## src/design/swfd_pkg.sv

```systemverilog
// shared types and constants for the sync word frame deframer
package swfd_pkg;

  localparam int FRAME_BYTES = 32;
  localparam int FILL_W      = $clog2(FRAME_BYTES + 1);
  localparam int IDX_W       = $clog2(FRAME_BYTES);

  localparam logic [7:0]  SYNC_FIRST  = 8'hA5;
  localparam logic [7:0]  SYNC_SECOND = 8'h5A;
  localparam logic [7:0]  TYPE_RANGES = 8'h01;
  localparam logic [15:0] TERMINATOR  = 16'h0D0A;
  localparam logic [31:0] REMAP_RESET = 32'h40800000;

  localparam logic REQ_BYTE    = 1'b0;
  localparam logic REQ_TIMEOUT = 1'b1;

  typedef enum logic [2:0] {
    S_IDLE,
    S_CHECK,
    S_DROP,
    S_STRIP,
    S_EMIT_FRAME,
    S_EMIT_TIMEOUT
  } state_t;

  // controller to datapath
  typedef struct packed {
    logic append;
    logic shift;
    logic clear;
    logic load_frame;
    logic load_timeout;
  } cmd_t;

  // datapath to controller
  typedef struct packed {
    logic byte_keep;
    logic fill_last;
    logic fill_zero;
    logic head_sync;
    logic hdr_ok;
    logic term_ok;
    logic out_free;
  } status_t;

endpackage

```

## src/design/sync_word_frame_deframer_core.sv

```systemverilog
// top level of the sync word frame deframer: controller plus datapath
// result load: a timeout beat loads the result register at its accepting edge when the
//   register is free; a good frame passes the check state, then loads in the emit state
// input: one byte beat per cycle while idle; a good frame stalls input through check and load,
//   a bad frame through drop, rescan one entry per cycle and exit; a held result adds more
// reset: rst_n synchronous active low, empties the buffer, drops any pending result,
//   remap word returns to 0x40800000 (4.0)
module sync_word_frame_deframer_core
  import swfd_pkg::*;
(
  input  logic        clk,
  input  logic        rst_n,
  // configuration
  input  logic        cfg_we,
  input  logic [31:0] cfg_wdata,
  // input beats
  input  logic        in_valid,
  output logic        in_stall,
  input  logic        in_req_type,
  input  logic [7:0]  in_rx_byte,
  // result beats
  output logic        out_valid,
  input  logic        out_stall,
  output logic [31:0] out_tick_count,
  output logic [31:0] out_range_front_left,
  output logic [31:0] out_range_front_right,
  output logic [31:0] out_range_rear_right,
  output logic [31:0] out_range_rear_left,
  output logic [15:0] out_sonar_count,
  output logic        out_timed_out
);

  // command and status between the two halves
  cmd_t    cmd;
  status_t status;

  // state machine: takes beats while idle, checks a full buffer,
  // walks the shift-down rescan and waits on the result register
  swfd_ctrl u_ctrl (
    .clk         (clk),
    .rst_n       (rst_n),
    .in_valid    (in_valid),
    .in_req_type (in_req_type),
    .in_stall    (in_stall),
    .status      (status),
    .cmd         (cmd)
  );

  // byte buffer held as a shift line, fixed-position field decode,
  // not-valid remap and the output register
  swfd_datapath u_dp (
    .clk                   (clk),
    .rst_n                 (rst_n),
    .cmd                   (cmd),
    .status                (status),
    .in_rx_byte            (in_rx_byte),
    .cfg_we                (cfg_we),
    .cfg_wdata             (cfg_wdata),
    .out_valid             (out_valid),
    .out_stall             (out_stall),
    .out_tick_count        (out_tick_count),
    .out_range_front_left  (out_range_front_left),
    .out_range_front_right (out_range_front_right),
    .out_range_rear_right  (out_range_rear_right),
    .out_range_rear_left   (out_range_rear_left),
    .out_sonar_count       (out_sonar_count),
    .out_timed_out         (out_timed_out)
  );

endmodule

```

## src/design/swfd_ctrl.sv

```systemverilog
// controller state machine for the sync word frame deframer
module swfd_ctrl
  import swfd_pkg::*;
(
  input  logic    clk,
  input  logic    rst_n,
  input  logic    in_valid,
  input  logic    in_req_type,
  output logic    in_stall,
  input  status_t status,
  output cmd_t    cmd
);

  state_t state_r, state_nxt;

  always_ff @(posedge clk) begin
    if (!rst_n) begin
      state_r <= S_IDLE;
    end else begin
      state_r <= state_nxt;
    end
  end

  always_comb begin
    logic in_fire;
    in_fire   = in_valid && (state_r == S_IDLE);
    state_nxt = state_r;
    cmd       = '0;
    in_stall  = (state_r != S_IDLE);
    case (state_r)
      S_IDLE: begin
        if (in_fire) begin
          if (in_req_type == REQ_TIMEOUT) begin
            if (status.out_free) begin
              cmd.load_timeout = 1'b1;
            end else begin
              state_nxt = S_EMIT_TIMEOUT;
            end
          end else if (status.byte_keep) begin
            cmd.append = 1'b1;
            if (status.fill_last) begin
              state_nxt = S_CHECK;
            end
          end
        end
      end
      S_CHECK: begin
        if (!status.hdr_ok) begin
          cmd.shift = 1'b1;
          state_nxt = S_STRIP;
        end else if (!status.term_ok) begin
          cmd.shift = 1'b1;
          state_nxt = S_DROP;
        end else begin
          state_nxt = S_EMIT_FRAME;
        end
      end
      S_DROP: begin
        cmd.shift = 1'b1;
        state_nxt = S_STRIP;
      end
      S_STRIP: begin
        if (!status.fill_zero && !status.head_sync) begin
          cmd.shift = 1'b1;
        end else begin
          state_nxt = S_IDLE;
        end
      end
      S_EMIT_FRAME: begin
        if (status.out_free) begin
          cmd.load_frame = 1'b1;
          cmd.clear      = 1'b1;
          state_nxt      = S_IDLE;
        end
      end
      S_EMIT_TIMEOUT: begin
        if (status.out_free) begin
          cmd.load_timeout = 1'b1;
          state_nxt        = S_IDLE;
        end
      end
      default: begin
        state_nxt = S_IDLE;
      end
    endcase
  end

endmodule

```

## src/design/swfd_datapath.sv

```systemverilog
// byte buffer, field extraction and result register of the deframer
module swfd_datapath
  import swfd_pkg::*;
(
  input  logic        clk,
  input  logic        rst_n,
  input  cmd_t        cmd,
  output status_t     status,
  input  logic [7:0]  in_rx_byte,
  input  logic        cfg_we,
  input  logic [31:0] cfg_wdata,
  output logic        out_valid,
  input  logic        out_stall,
  output logic [31:0] out_tick_count,
  output logic [31:0] out_range_front_left,
  output logic [31:0] out_range_front_right,
  output logic [31:0] out_range_rear_right,
  output logic [31:0] out_range_rear_left,
  output logic [15:0] out_sonar_count,
  output logic        out_timed_out
);

  logic [7:0]        buf_r [FRAME_BYTES];
  logic [FILL_W-1:0] fill_r;
  logic [31:0]       remap_r;
  logic              out_valid_r;
  logic [31:0]       tick_r, fl_r, fr_r, rr_r, rl_r;
  logic [15:0]       sonar_r;
  logic              timed_out_r;

  logic [31:0] bad_word;
  logic [31:0] range_word [4];
  logic [31:0] dist_fix [4];

  // byte buffer: append at fill level, shift down one entry to drop the head
  always_ff @(posedge clk) begin
    for (int i = 0; i < FRAME_BYTES; i++) begin
      if (cmd.append && (fill_r[IDX_W-1:0] == IDX_W'(i))) begin
        buf_r[i] <= in_rx_byte;
      end else if (cmd.shift && (i < FRAME_BYTES - 1)) begin
        buf_r[i] <= buf_r[(i + 1) % FRAME_BYTES];
      end
    end
  end

  always_ff @(posedge clk) begin
    if (!rst_n) begin
      fill_r <= '0;
    end else if (cmd.clear) begin
      fill_r <= '0;
    end else if (cmd.append) begin
      fill_r <= fill_r + FILL_W'(1);
    end else if (cmd.shift) begin
      fill_r <= fill_r - FILL_W'(1);
    end
  end

  always_ff @(posedge clk) begin
    if (!rst_n) begin
      remap_r <= REMAP_RESET;
    end else if (cfg_we) begin
      remap_r <= cfg_wdata;
    end
  end

  assign bad_word = {buf_r[11], buf_r[10], buf_r[9], buf_r[8]};

  always_comb begin
    for (int k = 0; k < 4; k++) begin
      range_word[k] = {buf_r[15 + 4 * k], buf_r[14 + 4 * k],
                       buf_r[13 + 4 * k], buf_r[12 + 4 * k]};
      dist_fix[k] = (range_word[k] == bad_word) ? remap_r : range_word[k];
    end
  end

  // result register
  always_ff @(posedge clk) begin
    if (!rst_n) begin
      out_valid_r <= 1'b0;
    end else if (cmd.load_frame || cmd.load_timeout) begin
      out_valid_r <= 1'b1;
    end else if (!out_stall) begin
      out_valid_r <= 1'b0;
    end
  end

  always_ff @(posedge clk) begin
    if (cmd.load_timeout) begin
      tick_r      <= '0;
      fl_r        <= remap_r;
      fr_r        <= remap_r;
      rr_r        <= remap_r;
      rl_r        <= remap_r;
      sonar_r     <= '0;
      timed_out_r <= 1'b1;
    end else if (cmd.load_frame) begin
      tick_r      <= {buf_r[7], buf_r[6], buf_r[5], buf_r[4]};
      fl_r        <= dist_fix[0];
      fr_r        <= dist_fix[1];
      rr_r        <= dist_fix[2];
      rl_r        <= dist_fix[3];
      sonar_r     <= {buf_r[29], buf_r[28]};
      timed_out_r <= 1'b0;
    end
  end

  always_comb begin
    status.fill_zero = (fill_r == '0);
    status.byte_keep = (fill_r != '0) || (in_rx_byte == SYNC_FIRST);
    status.fill_last = (fill_r == FILL_W'(FRAME_BYTES - 1));
    status.head_sync = (buf_r[0] == SYNC_FIRST);
    status.hdr_ok    = (buf_r[1] == SYNC_SECOND) && (buf_r[3] == TYPE_RANGES);
    status.term_ok   = ({buf_r[FRAME_BYTES - 1], buf_r[FRAME_BYTES - 2]} == TERMINATOR);
    status.out_free  = !out_valid_r || !out_stall;
  end

  assign out_valid             = out_valid_r;
  assign out_tick_count        = tick_r;
  assign out_range_front_left  = fl_r;
  assign out_range_front_right = fr_r;
  assign out_range_rear_right  = rr_r;
  assign out_range_rear_left   = rl_r;
  assign out_sonar_count       = sonar_r;
  assign out_timed_out         = timed_out_r;

endmodule

```

## config.mk

```make
export PLATFORM = sky130hd
export DESIGN_NAME = sync_word_frame_deframer_core
export DESIGN_NICKNAME = d
export VERILOG_FILES = /design/src/design/swfd_pkg.sv /design/src/design/sync_word_frame_deframer_core.sv /design/src/design/swfd_ctrl.sv /design/src/design/swfd_datapath.sv
export SDC_FILE = /design/constraint.sdc
export NUM_CORES = 1
export LEC_CHECK = 0
export BUFFER_PORTS_ARGS = -buffer_cell sky130_fd_sc_hd__buf_2
export CAP_MARGIN = 15
export CORE_MARGIN = 2
export CORE_UTILIZATION = 52
export CTS_BUF_LIST = sky130_fd_sc_hd__clkbuf_2 sky130_fd_sc_hd__clkbuf_4 sky130_fd_sc_hd__clkbuf_8
export CTS_CLUSTER_SIZE = 8
export DETAILED_ROUTE_END_ITERATION = 10
export PLACE_DENSITY = 0.72
export SLEW_MARGIN = 30
export SYNTH_ARGS = -nofsm -noshare
export SYNTH_HDL_FRONTEND = slang
export SYNTH_SLANG_ARGS = --single-unit
```

## constraint.sdc

```tcl
create_clock -name clk -period 6.9 [get_ports clk]
set_input_delay 1.38 -clock clk [delete_from_list [all_inputs] [get_ports clk]]
set_output_delay 1.38 -clock clk [all_outputs]
set_load 0.02 [all_outputs]
```

==> key figures <==
Floorplanning
  • # IOs: between 200 and 250
  • Site row count: 73
  • Die Wd: between 200 and 250 µm
  • Die area: 41400 µm²
  • Starting Density: 52.4%
  • Chip Height: 204 µm
  • Core ar.: 39500 µm²

Clock network
  • Cells resized by post-CTS repair: 0
  • CTS Hold Bufs: 0
  • Post-CTS Setup Inserts: 0
  • CTS max path bufs: 3
  • H-Tree Depth: 3
  • CTS tree: done
  • TritonCTS Buffers: a little under 80
  • CTS root buffer: clkbuf_8
  • Clock transition at the registers of the reported paths: 0.06 ns
  • Clock sinks: ~480
  • Clk_lat worst skew: 0.66 ns

Logic synthesis
  • Mapped Cells: 1760
  • Register area share after synthesis: 64.5%
  • Syn_area_per_cell: 11.8 µm²
  • Post-synth top flop: edfxtp_1
  • Yosys reg bits: 475
  • Synthesis Warnings: 0
  • Ys async rst share: 0%
  • Post-synth EDFFs: 384
  • Syn nets: 1811
  • Synthesized cell area: 20700 µm²
  • Netlist cell types: 57

Final layout
  • Area taken by multi-input logic gates: 6860 µm²
  • Layout cells sized above 1: 25.2%
  • Area growth from synthesis to layout: 14.6%
  • Register area: 13400 µm²
  • Filler instances: 3243
  • Finished Layout Cells: roughly 2500
  • Fin nets: ~2000

Global routing
  • GR Layer Usage met1: 38.7%
  • Antenna violations before repair: 1
  • Vias in the first global route: roughly 15000
  • Total grt overflow: 0
  • Largest net degree at the start of global routing: 96
  • Gr usage total: 30.7%
  • Global routing usage on met2: 48.1%
  • First-pass GRT wire length: 92700 µm
  • GR Layer Usage met3: 8.39%
  • GRT busiest layer: met2

STA
  • Final Slew Violations: 0
  • Slew @ Worst Pin: 1.03 ns
  • Max Clk Rate: approximately 280 MHz
  • Max-slew headroom at the worst pin: 31.0%
  • Setup violators final: 0
  • Minimum clock period: around 3.6 ns
  • Hold Vio Cnt, Final: 0
  • Tcrit/Tclk final: 52.4%
  • Worst Skew: 0.0309 ns
  • RSZ-0062 raised after global routing: no
  • Setup_tns: 0 ns

Drt
  • Routed WL per cell: 25.0 µm
  • ANT nets after route: 0
  • DRC Markers: 0
  • WL final: 63400 µm
  • Vias/cell: just under 6
  • 1st-pass router iterations: 6
  • Initial DRC count: 1537
  • Via Count: ~15000

Setup path
  • CP endpoint kind: flip-flop
  • Worst Path Required: 7.37 ns
  • Number of buffers and inverters on the critical path: 0
  • Crit-path slowest cell: nand2_2
  • Critical path's top delay family: simple AND/OR/NAND/NOR gates
  • Crit Path Class: reg2reg
  • Crit path largest cell delay: 0.76 ns
  • Crit Path Max Fanout: 41
  • Startpoint Class: flip-flop
  • Worst EP arrival: around 4 ns
  • Crit-path cells: nor4b_1, nand4_1, o21ai_0, o21a_4, nand2_2, nand2_1

Flow run
  • Max-cap violations: 0

Place
  • Final HPWL DP: 43000 µm
  • Port bufs: between 200 and 250
  • Placer congestion estimate: between 1 and 1.5
  • Placed cells: 2389

Worst hold path
  • Min-Delay Path Class: reg2reg

Power and ir drop
  • P_leak: 9.30 nW
  • Max VDD drop: 449 µV
  • Pwr dens: 607 nW/µm²

Run status
  • Status: finished, final reports clean
==> final timing paths <==
| kind | slack, ns | cells past startpoint | from | endpoint |
|---|---|---|---|---|
| setup / recovery | 3.28 | 6 | u_dp.buf_r[0][25] | u_dp.buf_r[0][114] |
| hold / removal | 0.45 | 1 | u_dp.out_timed_out | u_dp.out_timed_out |
| setup reg to reg | 3.28 | 6 | u_dp.buf_r[0][25] | u_dp.buf_r[0][114] |
| hold reg to reg | 0.45 | 1 | u_dp.out_timed_out | u_dp.out_timed_out |
==> per-layer routing <==
metal | part of all wire, % | vias to the layer above
met1 | 38 | 7183
met2 | 46 | 957
met4 | 6.0 | 2
met3 | 11 | 238
li1 | - | 6427
met5 | 0.020 | -
==> metrics by stage <==
stage | hold slack, ns | power [mW] | setup WS, ns | utilization (%) | area (µm²)
after global placement | 0.433 | 11.6 | 2.77 | 55.8 | 22100
after detailed placement | 0.438 | 11.7 | 2.69 | 55.8 | 22100
after global routing | 0.476 | 15.0 | 3.14 | 60.0 | 23700
final | 0.449 | 14.4 | 3.28 | 60.0 | 23700
after floorplan | 0.490 | 9.65 | 1.70 | - | 20700
after CTS | 0.453 | 14.3 | 3.01 | 60.0 | 23700
==> layout by cell type, fill, tap and decap left out, drive strengths merged, types with 2 or more instances in the layout <==
cell / Yosys / layout
xor2: 2 / 2
nand3: 13 / 13
xnor2: 129 / 129
nand2b: 3 / 3
o31ai: 3 / 3
a21o: 5 / 5
or3b: 2 / 2
nor2b: 31 / 31
o21a: 2 / 2
dfxtp: 91 / 91
or3: 2 / 2
nor2: 10 / 10
clkinvlp: 0 / 4
nand2: 608 / 608
mux2i: 33 / 33
clkbuf: 72 / 131
inv: 7 / 7
clkinv: 0 / 11
nor4bb: 5 / 5
nor3b: 2 / 2
a21oi: 56 / 56
buf: 58 / 234
a221oi: 2 / 2
o21ai: 36 / 36
edfxtp: 384 / 384
nor3: 2 / 2
ha: 4 / 4
nand4: 34 / 34
nor4: 13 / 13
and2: 3 / 3
nand3b: 3 / 3
mux2: 128 / 128
a21boi: 2 / 2
or4bb: 2 / 2
==> cells by family after synthesis <==
logic type / count (synthesis) / synth area share, %
AO/OA/AOI/OAI: 114 / 3.18
XOR/XNOR: 131 / 5.54
adder cells (fa/ha/maj): 5 / 0.338
buffers and inverters: 137 / 2.85
flip-flops: 475 / 64.5
multiplexers: 161 / 8.55
AND/OR/NAND/NOR: 737 / 15.1
==> power by group <==
group,switching (mW),leakage (nW),internal (mW)
clock,1.13,0.873,1.42
combinational,3.22,4.05,1.80
sequential,1.63,4.38,5.20
total,5.98,9.30,8.42
==> Yosys cell counts (3+ instances only) <==
cell	number	area, µm²
a21o_1	4	30.0
ha_1	4	50.1
mux2_2	106	1190
edfxtp_1	384	11500
o31ai_1	3	22.5
nor2b_1	31	194
o21ai_0	35	175
buf_2	52	260
buf_1	4	15.0
nor2_1	10	37.5
mux2i_1	33	330
nand2_2	4	25.0
nor4_1	12	75.1
mux2_1	22	248
clkbuf_1	72	270
nand2_1	604	2270
dfxtp_1	91	1820
nand4_1	34	213
a21oi_1	56	280
nand3b_1	3	22.5
nor4bb_1	5	50.1
nand2b_1	3	18.8
inv_1	5	18.8
nand3_1	13	65.1
and2_1	3	18.8
xnor2_1	129	1130
==> state kept, by name (all words and copies together), names as in the netlist <==
name	cells
u_dp.out_range_rear_left	32
u_dp.out_valid	1
u_dp.out_sonar_count	16
u_dp.fill_r	6
u_dp.out_range_front_left	32
u_dp.out_tick_count	32
u_dp.out_range_front_right	32
u_dp.buf_r	256
u_ctrl.state_r	3
u_dp.remap_r	32
u_dp.out_range_rear_right	32
u_dp.out_timed_out	1
==> area by class of cell <==
cell class	count	area share [%]
sequential	475	56.3
multi-input combinational	1148	28.9
clock buffer	131	6.57
timing repair buffer	234	5.05
tap	525	2.77
clock inverter	15	0.332
inverter	7	0.132
antenna	1	0.0105
Power figures use the tool's default switching activity.
